**src/hdl/fpa_pkg.sv**
```systemverilog
`timescale 1ns / 1ps
package fpa_pkg;
	localparam int FRAC_BITS = 8;
	localparam int QW = 32 + FRAC_BITS + 1;
	localparam int NSTEP = QW;

	localparam logic [3:0] OP_ADD = 4'd0;
	localparam logic [3:0] OP_SUB = 4'd1;
	localparam logic [3:0] OP_MUL = 4'd2;
	localparam logic [3:0] OP_DIV = 4'd3;
	localparam logic [3:0] OP_GT = 4'd4;
	localparam logic [3:0] OP_LT = 4'd5;
	localparam logic [3:0] OP_GE = 4'd6;
	localparam logic [3:0] OP_LE = 4'd7;
	localparam logic [3:0] OP_EQ = 4'd8;
	localparam logic [3:0] OP_NE = 4'd9;
	localparam logic [3:0] OP_MIN = 4'd10;
	localparam logic [3:0] OP_MAX = 4'd11;
	localparam logic [3:0] OP_INC = 4'd12;
	localparam logic [3:0] OP_DEC = 4'd13;
	localparam logic [3:0] OP_I2F = 4'd14;
	localparam logic [3:0] OP_F2I = 4'd15;

	localparam logic [1:0] ST_OK = 2'd0;
	localparam logic [1:0] ST_DIV0 = 2'd1;
	localparam logic [1:0] ST_OVF = 2'd2;

	// one slot of the cell chain
	typedef struct packed {
		logic        vld;
		logic        is_div;
		logic        neg;
		logic [1:0]  st;
		logic        cmp;
		logic [31:0] res;      // finished result for non-divide operations
		logic [QW:0] rem;      // partial remainder (2n numerator scheme)
		logic [QW-1:0] num;    // numerator bits still to shift in
		logic [QW-1:0] quo;    // quotient bits so far
		logic [32:0] den;      // 2*|b|
	} slot_t;
endpackage

```
**src/hdl/fpa_cell.sv**
```systemverilog
`timescale 1ns / 1ps
module fpa_cell (
	input  logic            clk,
	input  logic            arst_n,
	input  logic            en,
	input  fpa_pkg::slot_t  din,
	output fpa_pkg::slot_t  dout
);
	fpa_pkg::slot_t nx;
	logic [fpa_pkg::QW:0] sh;

	// one restoring-division step; other slots pass through
	always_comb begin
		nx = din;
		sh = {din.rem[fpa_pkg::QW-1:0], din.num[fpa_pkg::QW-1]};
		if (din.is_div) begin
			nx.num = {din.num[fpa_pkg::QW-2:0], 1'b0};
			if (sh >= {{(fpa_pkg::QW-32){1'b0}}, din.den}) begin
				nx.rem = sh - {{(fpa_pkg::QW-32){1'b0}}, din.den};
				nx.quo = {din.quo[fpa_pkg::QW-2:0], 1'b1};
			end else begin
				nx.rem = sh;
				nx.quo = {din.quo[fpa_pkg::QW-2:0], 1'b0};
			end
		end
	end

	always_ff @(posedge clk or negedge arst_n) begin
		if (!arst_n) begin
			dout <= '0;
		end else if (en) begin
			dout <= nx;
		end
	end
endmodule

```
**config.mk**
```make
export PLATFORM = sky130hd
export DESIGN_NAME = fpa_cell
export DESIGN_NICKNAME = d
export VERILOG_FILES = /design/src/hdl/fpa_pkg.sv /design/src/hdl/fpa_cell.sv
export SDC_FILE = /design/constraint.sdc
export NUM_CORES = 1
export LEC_CHECK = 0
export BUFFER_PORTS_ARGS = -buffer_cell sky130_fd_sc_hd__buf_4
export CAP_MARGIN = 30
export CORE_MARGIN = 2
export CORE_UTILIZATION = 45
export CTS_CLUSTER_DIAMETER = 30
export CTS_CLUSTER_SIZE = 8
export DETAILED_ROUTE_END_ITERATION = 10
export PLACE_DENSITY = 0.74
export SYNTH_ARGS = -nofsm -noshare
export SYNTH_HDL_FRONTEND = slang
export SYNTH_SLANG_ARGS = --single-unit
```
**constraint.sdc**
```tcl
create_clock -name clk -period 1.55 [get_ports clk]
set_input_delay 0.2325 -clock clk [delete_from_list [all_inputs] [get_ports clk]]
set_output_delay 0.2325 -clock clk [all_outputs]
set_load 0.02 [all_outputs]
```
==> impl_metrics.py, run 1 <==
metrics = {
    "floorplanning": {
        "rows": 57,
        "dieHeight_microns": 160,
        "die_width_microns": 160,
        "ioPinCount": 393,
        "fp.dieArea_sq_mm": 0.0255,
        "start_util": 0.453,
        "core_sq_mm": 0.0241,
    },
    "power": {
        "internal_power_w": 0.0105,
        "switching_share": 0.344,
        "ir_drop_uv": 698,
        "p_leak_nw": 8.35,
        "seqPwrFrac": 0.376,
        "power_density_mw_per_mm2": 931,
        "p_sw_w": 0.00550,
        "clockPowerShare": 0.287,
        "combPwrFrac": 0.337,
    },
    "global_route": {
        "antenna_found_initial": 1,
        "grtUsageTotal": 0.291,
        "grt_pass1_vias": 11200,
        "grt_max_degree": 66,
        "overflow": 0,
        "grt_pass1_wl_mm": 59.4,
    },
    "detailed_routing": {
        "drcViolationCount": 0,
        "via_per_inst": 5.44,
        "totalWireLength_mm": 38.1,
        "drtIter0Drc": 626,
        "firstDrtPassIters": 5,
        "vias": 10900,
        "ant_nets": 0,
        "wl_per_cell_microns": 19.1,
    },
    "synth": {
        "syn-num-nets": 1333,
        "synth_cell_types": 61,
        "syn_area_per_cell_sq_um": 9.92,
        "synth.area.mux_share": 0.167,
        "synth_top_family_by_area": "multiplexers",
        "synth_compound_area_frac": 0.164,
        "ys_top_cells_by_area": "dfrtp_1 45%, mux2i_1 9.4%, mux2_2 7.2%",
        "synth.top_cell.area_share": 0.447,
        "synth_xor_area_frac": 0.0240,
        "netlist_area_sq_mm": 0.0109,
        "ys_seq_area_frac": 0.447,
        "yosysWarnings": 0,
        "async_flop_share": 1.00,
        "synth_top_area_cell": "dfrtp_1",
        "synth-adder-area-share": 0.0396,
        "synth-simple-area-share": 0.111,
        "synth-edff-count": 0,
        "synth-seq-cells": 195,
        "netlist_instances": 1101,
        "ys.flop_type": "dfrtp_1",
    },
    "cells_and_area": {
        "top_register": "dout",
        "drive_gt1_frac": 0.489,
        "final_nets": 1895,
        "largest_register_ffs": 195,
        "synthToLayoutAreaGrowth_pct": 57.2,
        "reg_top3": "dout: 195 flops",
        "final_area_sq_mm": 0.0172,
        "n_antenna_cell": 0,
        "nFillCells": 1820,
        "post-route-util": 0.713,
    },
    "critical_path": {
        "cp_max_fo": 5,
        "cp.arrival_ps": 2700,
        "end_kind": "flip-flop",
        "worstPathRequired_ps": 1870,
        "crit_type": "in -> reg",
        "start_kind": "input port",
    },
    "clock_network": {
        "cts_tree": "built",
        "root_buffer": "clkbuf_16",
        "ctsHtreeMaxLevel": 4,
        "insertion_delay_ps": 440,
        "cts.sinks": 195,
        "numCtsBuffers": 17,
        "clkSlewWorstSetupHoldPaths_ps": 80,
        "clockBufferDepth": 2,
    },
    "timing": {
        "slew_violations": 0,
        "finalHoldViolations": 0,
        "rsz0062_at_grt": "true",
        "skew_ps": 0,
        "max_freq_ghz": 0.421,
        "worst_pin_slew_ps": 547,
        "setup_viol": 43,
        "relSlewSlack": 0.634,
        "fin_crit_sh": 1.53,
        "min_period_ps": 2380,
        "hold_ws_ps": 15.7,
        "worst_slack_ps": -826,
        "finalSetupTns_ps": -32280,
    },
    "placed_design": {
        "routabilityCongestion": 0.960,
        "post_dp_cell_area_sq_mm": 0.0158,
        "hpwl_mm": 29.0,
        "pre_cts_slack_ps": -1450,
        "place.port_buffers": 392,
    },
    "outcome": {
        "violations": "setup timing",
        "outcome": "complete, but fails checks",
    },
    "job": {
        "drv_cap": 0,
    },
    "worst_hold_path": {
        "min_path_type": "in -> reg",
    },
}
## kinds of logic (layout without fill, tap and decap cells)
logic type / after synthesis / after routing
buf+inv: 134 / 708
xor+xnor: 30 / 30
flops: 195 / 195
fa+ha+maj: 34 / 34
mux: 173 / 173
simple gates: 258 / 258
compound gates: 277 / 278
## cell usage after synthesis, drive strengths merged, types with 11 or more instances
cell / count
inv: 62
nand2: 35
nand3: 41
nor2: 112
nor3: 13
xor2: 17
o221ai: 23
a31oi: 18
ha: 33
dfrtp: 195
o21ai: 25
buf: 18
mux2: 70
a21o: 26
a21oi: 118
or3: 15
xnor2: 13
nor2b: 11
clkbuf: 54
mux2i: 103
## cell type report
| type | count | area (sq um) | area share |
|---|---|---|---|
| repair buffers | 614 | 4840 | 0.282 |
| clock inverters | 14 | 183 | 0.0106 |
| inverters | 62 | 248 | 0.0144 |
| clock buffers | 18 | 439 | 0.0256 |
| well taps | 324 | 405 | 0.0236 |
| flip-flops and latches | 195 | 4880 | 0.284 |
| multi-input cells | 773 | 6180 | 0.360 |
## placed cells by master, fill, tap and decap left out, drive strengths merged, types with 6 or more instances in the layout
cell type / count
buf: 612
dfrtp: 195
a21oi: 118
nor2: 112
mux2i: 103
mux2: 70
inv: 68
nand3: 41
nand2: 35
ha: 33
a21o: 26
o21ai: 25
o221ai: 23
clkbuf: 19
a31oi: 18
xor2: 17
or3: 15
nor3: 13
xnor2: 13
nor2b: 11
o21a: 10
a211oi: 9
o211ai: 8
clkinv: 8
o21bai: 8
o2bb2ai: 6
## per-stage QoR
stage | std cells | power [W]
after floorplan | 1101 | 0.00855
after global placement | 1942 | 0.0110
after detailed placement | 1942 | 0.0111
after CTS | 1994 | 0.0159
after global routing | 2000 | 0.0167
final | 2000 | 0.0160
## what timing repair did
item,4_1_cts,5_1_grt
hold buffers,1,0
endpoints found under the setup margin,43,43
gates cloned,2,0
buffers inserted,20,7
pin swaps,55,28
resized for setup,67,44
hold endpoints to repair,36,0
## layer usage
metal,track usage,up-vias,share of wire
met1,0.349,5221,0.39
li1,-,5097,-
met5,0,-,0.00042
met3,0.0795,114,0.074
met2,0.490,436,0.49
met4,0.133,2,0.047
## final timing paths
kind | start | endpoint | slack, ps | cells past startpoint
max reg2reg | dout[150]$_DFFE_PN0P_ | dout[150]$_DFFE_PN0P_ | 600 | 3
min in group asynchronous | arst_n | dout[10]$_DFFE_PN0P_ | 300 | 2
min | din[157] | dout[157]$_DFFE_PN0P_ | 20 | 2
max in group asynchronous | arst_n | dout[166]$_DFFE_PN0P_ | 600 | 3
min reg2reg | dout[193]$_DFFE_PN0P_ | dout[193]$_DFFE_PN0P_ | 490 | 1
max | din[114] | dout[116]$_DFFE_PN0P_ | -830 | 14
## power groups by stage
stage	logic (W)	registers, W	clock network [W]
CTS	0.00521	0.00600	0.00467
floorplan	0.00179	0.00676	0
global route	0.00575	0.00608	0.00490
global placement	0.00494	0.00607	0
detailed placement	0.00504	0.00609	0
finish	0.00539	0.00601	0.00459
## critical path: stages
cell and delay (ps):
buf_12 90, inv_12 30, ha_4 150, fa_2 390
nor2b_2 130, o211ai_1 150, a21oi_2 230, o2111ai_2 150
and3_4 210, buf_6 120, o21a_4 250, buf_6 130
mux2i_1 110, a221o_1 310
Note: power is estimated with default switching activity, not from simulation.
==> inputs of run 2 (changes only) <==
--- a/config.mk
+++ b/config.mk
@@ -5,6 +5,7 @@
 export SDC_FILE = /design/constraint.sdc
 export NUM_CORES = 1
 export LEC_CHECK = 0
+export ABC_AREA = 1
 export BUFFER_PORTS_ARGS = -buffer_cell sky130_fd_sc_hd__buf_4
 export CAP_MARGIN = 30
 export CORE_MARGIN = 2
@@ -12,7 +13,7 @@
 export CTS_CLUSTER_DIAMETER = 30
 export CTS_CLUSTER_SIZE = 8
 export DETAILED_ROUTE_END_ITERATION = 10
-export PLACE_DENSITY = 0.74
+export PLACE_DENSITY = 0.73
 export SYNTH_ARGS = -nofsm -noshare
 export SYNTH_HDL_FRONTEND = slang
 export SYNTH_SLANG_ARGS = --single-unit
==> run 2 against run 1 <==
Effect of this change: the run still ends with setup timing left; utilization grew 3.7 points; highest routed layer is now met4; clock power is essentially flat; setup slack gained 650 ps; combinational power grew 12%; synthesized cell count grew 45%; clock-buffer cell count is the same; clock skew is the same; sequential share of layout area shrank 2.7 points; final cell count grew 28%; via count grew 24%.
==> impl_metrics.py, run 2 <==
metrics = {
    "outcome": {
        "outcome": "complete, but fails checks",
        "violations": "setup timing",
    },
    "detailed_routing": {
        "wl_per_cell_microns": 19.1,
        "drcViolationCount": 0,
        "ant_nets": 0,
        "totalWireLength_mm": 49.0,
        "firstDrtPassIters": 5,
        "vias": 13500,
        "via_per_inst": 5.27,
        "drtIter0Drc": 1029,
    },
    "timing": {
        "min_period_ps": 1730,
        "finalHoldViolations": 0,
        "setup_viol": 42,
        "fin_crit_sh": 1.12,
        "worst_pin_slew_ps": 370,
        "finalSetupTns_ps": -4210,
        "worst_slack_ps": -180,
        "relSlewSlack": 0.753,
        "rsz0062_at_grt": "true",
        "max_freq_ghz": 0.578,
        "slew_violations": 0,
        "skew_ps": 0,
    },
    "cells_and_area": {
        "top_register": "dout",
        "largest_register_ffs": 195,
        "final_nets": 2453,
        "reg_top3": "dout: 195 flops",
        "final_cell_mix": "593 x buf_4, 488 x nand2_1, 246 x inv_1",
        "drive_gt1_frac": 0.419,
        "final_area_sq_mm": 0.0190,
        "final_common_cell": "buf_4",
        "nFillCells": 1908,
        "regArea_sq_mm": 0.00488,
        "layoutNonFillerInstCount": 2566,
        "multi_input_area_sq_mm": 0.00661,
        "synthToLayoutAreaGrowth_pct": 62.8,
    },
    "synth": {
        "netlist_instances": 1598,
        "synth-edff-count": 0,
        "yosysWarnings": 0,
        "synth-seq-cells": 195,
        "ys_seq_area_frac": 0.419,
        "synth_most_common_cell": "nand2_1",
        "syn-num-nets": 1830,
        "netlist_area_sq_mm": 0.0117,
        "ys.flop_type": "dfrtp_1",
        "synth.top_cell.area_share": 0.419,
        "syn_area_per_cell_sq_um": 7.29,
        "ys_top_cells_by_area": "dfrtp_1 42%, nand2_1 17%, inv_1 9.0%",
        "synth_cell_types": 39,
        "synth_commonest_cells": "543 x nand2_1, 278 x inv_1, 195 x dfrtp_1",
        "async_flop_share": 1.00,
        "synth_top_area_cell": "dfrtp_1",
    },
    "critical_path": {
        "cp.arrival_ps": 2070,
        "crit_type": "in -> reg",
        "critPathMaxStageDelay_ps": 400,
        "cp_slowest_cell": "fa_2",
        "worstPathRequired_ps": 1890,
        "crit_buf_inv": 7,
        "crit_start": "din[1]",
        "path_common_cell": "nand3_4",
        "start_kind": "input port",
        "path_delay_family": "buffers and inverters",
        "cp_max_fo": 14,
        "end_kind": "flip-flop",
        "cp_cell_sequence": "buf_4 > buf_4 > fa_2 > inv_2 > buf_6 > nand3_4 > nand3_4 > nand2_4 > nand3_4 > buf_6 > a21oi_4 > buf_12 > nand2_1 > nand3_2 > nand2_1 > inv_1",
        "regToRegStartpoint": "dout[128]$_DFFE_PN0P_",
    },
    "clock_network": {
        "numCtsBuffers": 17,
        "root_buffer": "clkbuf_16",
        "clkSlewWorstSetupHoldPaths_ps": 70,
        "ctsHtreeMaxLevel": 4,
        "insertion_delay_ps": 450,
        "cts_tree": "built",
        "cts.sinks": 195,
        "clockBufferDepth": 2,
    },
    "floorplanning": {
        "dieHeight_microns": 165,
        "rows": 58,
        "fp.dieArea_sq_mm": 0.0272,
        "start_util": 0.460,
        "die_width_microns": 165,
        "ioPinCount": 393,
        "core_sq_mm": 0.0253,
    },
    "placed_design": {
        "hpwl_mm": 35.9,
        "post_dp_cell_area_sq_mm": 0.0168,
        "dp.cells": 2454,
        "routabilityCongestion": 0.959,
        "place.port_buffers": 392,
    },
    "power": {
        "p_leak_nw": 10.0,
        "power_density_mw_per_mm2": 875,
        "ir_drop_uv": 578,
        "design_power_total_w": 0.0166,
    },
    "job": {
        "drv_cap": 0,
    },
    "global_route": {
        "grt_max_degree": 82,
        "grt_pass1_vias": 13200,
        "overflow": 0,
        "grtUsageTotal": 0.347,
        "grt_pass1_wl_mm": 72.0,
        "antenna_found_initial": 2,
    },
    "worst_hold_path": {
        "min_path_type": "in -> reg",
        "hold_start": "din[192]",
    },
}
## run 2: worst min-delay path, stage by stage
cell     delay (ps)
buf_4            90
nand2_1          50
nand2_1          60
## run 2: final cells by class
cell class	instances	share of cell area
Inverter	283	0.0583
Clock inverter	14	0.00976
Clock buffer	18	0.0226
Sequential cell	195	0.257
Timing Repair Buffer	664	0.282
Antenna cell	2	0.000264
Multi-Input combinational cell	1060	0.348
Tap cell	330	0.0218
## run 2: kinds of logic after synthesis
| kind of cell | share of synthesized area |
|---|---|
| xor+xnor | 0.0128 |
| fa+ha+maj | 0.0372 |
| flops | 0.419 |
| simple gates | 0.278 |
| compound gates | 0.137 |
| buf+inv | 0.116 |
## run 2: stage by stage
stage / util / hold WS, ps / worst slack, ps
2_1_floorplan: - / -63.1 / -283
3_3_place_gp: 0.663 / 161 / -682
3_5_place_dp: 0.663 / 161 / -710
4_1_cts: 0.730 / 7.36 / -103
5_1_grt: 0.749 / 17.1 / -255
6_report: 0.749 / 24.3 / -180
## run 2: power by group
part           total, W  switching [W]  internal [W]
Clock           0.00461        0.00240       0.00221
Combinational   0.00601        0.00335       0.00266
Sequential      0.00598       0.000333       0.00564
Total            0.0166        0.00609        0.0105
## run 2: layer usage
metal	part of all wire	track usage	vias up
li1	-	-	6343
met1	0.39	0.416	6460
met2	0.49	0.600	597
met3	0.074	0.0728	126
met4	0.045	0.152	0
met5	0	0	-
## run 2: worst paths after layout
path	endpoint	slack, ps	cells past startpoint
setup reg to reg	dout[128]$_DFFE_PN0P_	740	4
hold reg to reg	dout[192]$_DFFE_PN0P_	480	2
min in group asynchronous	dout[60]$_DFFE_PN0P_	250	2
max in group asynchronous	dout[122]$_DFFE_PN0P_	640	3
hold / removal	dout[192]$_DFFE_PN0P_	20	3
setup / recovery	dout[128]$_DFFE_PN0P_	-180	16
## run 2: what timing repair did
action                                  4_1_cts  5_1_grt
pin swaps                                    34       38
endpoints found under the setup margin       43       43
endpoints found under the hold margin        78        0
resized for setup                           117      117
buffers inserted                             26       15
hold buffers                                 37        0
cloned                                        3        0
==> inputs of run 3 (changes only) <==
--- a/config.mk
+++ b/config.mk
@@ -13,7 +13,8 @@
 export CTS_CLUSTER_DIAMETER = 30
 export CTS_CLUSTER_SIZE = 8
 export DETAILED_ROUTE_END_ITERATION = 10
-export PLACE_DENSITY = 0.73
+export MAX_ROUTING_LAYER = met4
+export PLACE_DENSITY = 0.7
 export SYNTH_ARGS = -nofsm -noshare
 export SYNTH_HDL_FRONTEND = slang
 export SYNTH_SLANG_ARGS = --single-unit
==> run 3 against run 2 <==
Effect of this change: the flow still finishes with violations (setup timing); via count is 0.92% lower; clock skew unchanged; register-to-register slack worse by 20 ps; critical endpoint unchanged; utilization decreased by 0.29 points; total power is 0.30% lower; design area down 0.38%; first-iteration DRC count is 2.4% lower.
==> impl_metrics.py, run 3 (same netlist as run 2, synthesis figures left out) <==
metrics = {
    "timing": {
        "slew_violations": 0,
        "hold_ws_ps": 11.3,
        "finalHoldViolations": 0,
        "rsz0062_at_grt": "true",
        "fin_crit_sh": 1.20,
        "max_freq_ghz": 0.539,
        "skew_ps": 0,
        "relSlewSlack": 0.665,
        "worst_pin_slew_ps": 503,
        "min_period_ps": 1850,
        "worst_slack_ps": -305,
        "setup_viol": 43,
        "finalSetupTns_ps": -8110,
    },
    "global_route": {
        "overflow": 0,
        "grtUsageMet2": 0.590,
        "use_met1": 0.434,
        "grt_busiest_layer": "met2",
        "grt_pass1_wl_mm": 72.8,
        "grt_pass1_vias": 13200,
        "grtUsageTotal": 0.361,
        "antenna_found_initial": 1,
        "grt_max_degree": 82,
        "met3_usage": 0.0638,
    },
    "cells_and_area": {
        "post-route-util": 0.746,
        "final_cell_mix": "599 x buf_4, 489 x nand2_1, 252 x inv_1",
        "synthToLayoutAreaGrowth_pct": 62.2,
        "final_nets": 2456,
        "final_common_cell": "buf_4",
        "reg_top3": "dout: 195 flops",
        "top_register": "dout",
        "largest_register_ffs": 195,
        "drive_gt1_frac": 0.411,
    },
    "placed_design": {
        "place.port_buffers": 392,
        "pre_cts_slack_ps": -712,
        "hpwl_mm": 36.6,
        "routabilityCongestion": 0.999,
    },
    "clock_network": {
        "numCtsBuffers": 17,
        "ctsHtreeMaxLevel": 4,
        "clockBufferDepth": 2,
        "clkSlewWorstSetupHoldPaths_ps": 80,
        "cts.sinks": 195,
        "cts_tree": "built",
        "insertion_delay_ps": 440,
        "root_buffer": "clkbuf_16",
    },
    "critical_path": {
        "start_kind": "input port",
        "path_delay_family": "simple AND/OR/NAND/NOR gates",
        "cp.arrival_ps": 2230,
        "cp_max_fo": 7,
        "cp_cell_sequence": "buf_6 > clkinvlp_4 > ha_4 > nand2_2 > nand2_2 > inv_2 > nor2_2 > nor2_1 > nand2_1 > nand2_2 > nand3_4 > buf_6 > a21oi_4 > buf_6 > nand2_1 > nand3_2 > nand2_1 > inv_1",
        "crit_type": "in -> reg",
        "cp_slowest_cell": "ha_4",
        "end_kind": "flip-flop",
        "worstPathRequired_ps": 1930,
        "critPathMaxStageDelay_ps": 300,
        "crit_buf_inv": 6,
    },
    "detailed_routing": {
        "drtIter0Drc": 1004,
        "vias": 13400,
        "totalWireLength_mm": 48.1,
        "firstDrtPassIters": 6,
        "ant_nets": 0,
        "wl_per_cell_microns": 18.7,
        "drcViolationCount": 0,
        "via_per_inst": 5.22,
    },
    "floorplanning": {
        "ioPinCount": 393,
        "fp.dieArea_sq_mm": 0.0272,
        "die_width_microns": 165,
        "rows": 58,
        "start_util": 0.460,
        "core_sq_mm": 0.0253,
        "dieHeight_microns": 165,
    },
    "outcome": {
        "outcome": "complete, but fails checks",
        "violations": "setup timing",
    },
    "job": {
        "drv_cap": 0,
    },
    "worst_hold_path": {
        "min_path_type": "in -> reg",
    },
    "power": {
        "ir_drop_uv": 611,
        "design_power_total_w": 0.0166,
        "p_leak_nw": 10.0,
        "power_density_mw_per_mm2": 876,
    },
}
[run 3: final timing paths]
path | startpoint | to | slack, ps | cells past startpoint
worst max-delay path | din[15] | dout[128]$_DFFE_PN0P_ | -300 | 18
worst min-delay path | din[183] | dout[183]$_DFFE_PN0P_ | 10 | 3
worst max register to register | dout[128]$_DFFE_PN0P_ | dout[128]$_DFFE_PN0P_ | 720 | 4
worst min register to register | dout[172]$_DFFE_PN0P_ | dout[172]$_DFFE_PN0P_ | 480 | 2
max in group asynchronous | arst_n | dout[99]$_DFFE_PN0P_ | 630 | 3
min in group asynchronous | arst_n | dout[58]$_DFFE_PN0P_ | 320 | 2
[run 3: timing repair]
| item | 4_1_cts | 5_1_grt |
|---|---|---|
| cloned | 3 | 0 |
| setup endpoints to repair | 42 | 43 |
| pin swaps | 41 | 34 |
| hold buffers | 33 | 1 |
| setup buffers | 24 | 6 |
| resized for setup | 107 | 82 |
| hold endpoints to repair | 72 | 1 |
[run 3: per-layer routing]
metal,share of wire,wire [microns]
met3,0.070,3380
met4,0.049,2380
met5,0,0
met1,0.40,19200
met2,0.48,23100
[run 3: cell type report]
class / count / area, sq um
multi-input cells: 1059 / 6470
fillers: 2017 / 6430
repair buffers: 668 / 5420
flip-flops and latches: 195 / 4880
inverters: 283 / 1100
clock buffers: 17 / 425
well taps: 330 / 413
clock inverters: 15 / 193
diodes: 1 / 2.50
[run 3: metrics by stage]
| stage | area (sq um) | cells |
|---|---|---|
| floorplan | 12100 | 1598 |
| global placement | 17000 | 2475 |
| detailed placement | 17000 | 2475 |
| CTS | 18600 | 2564 |
| global route | 18900 | 2568 |
| finish | 18900 | 2568 |
[run 3: worst register-to-register path, stage by stage (launching register included)]
cell and delay [ps]:
dfrtp_1 410, o22ai_1 180, inv_1 60, nand2_1 50, inv_1 40
[run 3: where the power goes]
group	internal, W	switching, W	total, W
Combinational	0.00263	0.00325	0.00588
Sequential	0.00564	0.000332	0.00598
Clock	0.00223	0.00247	0.00469
Total	0.0105	0.00605	0.0166
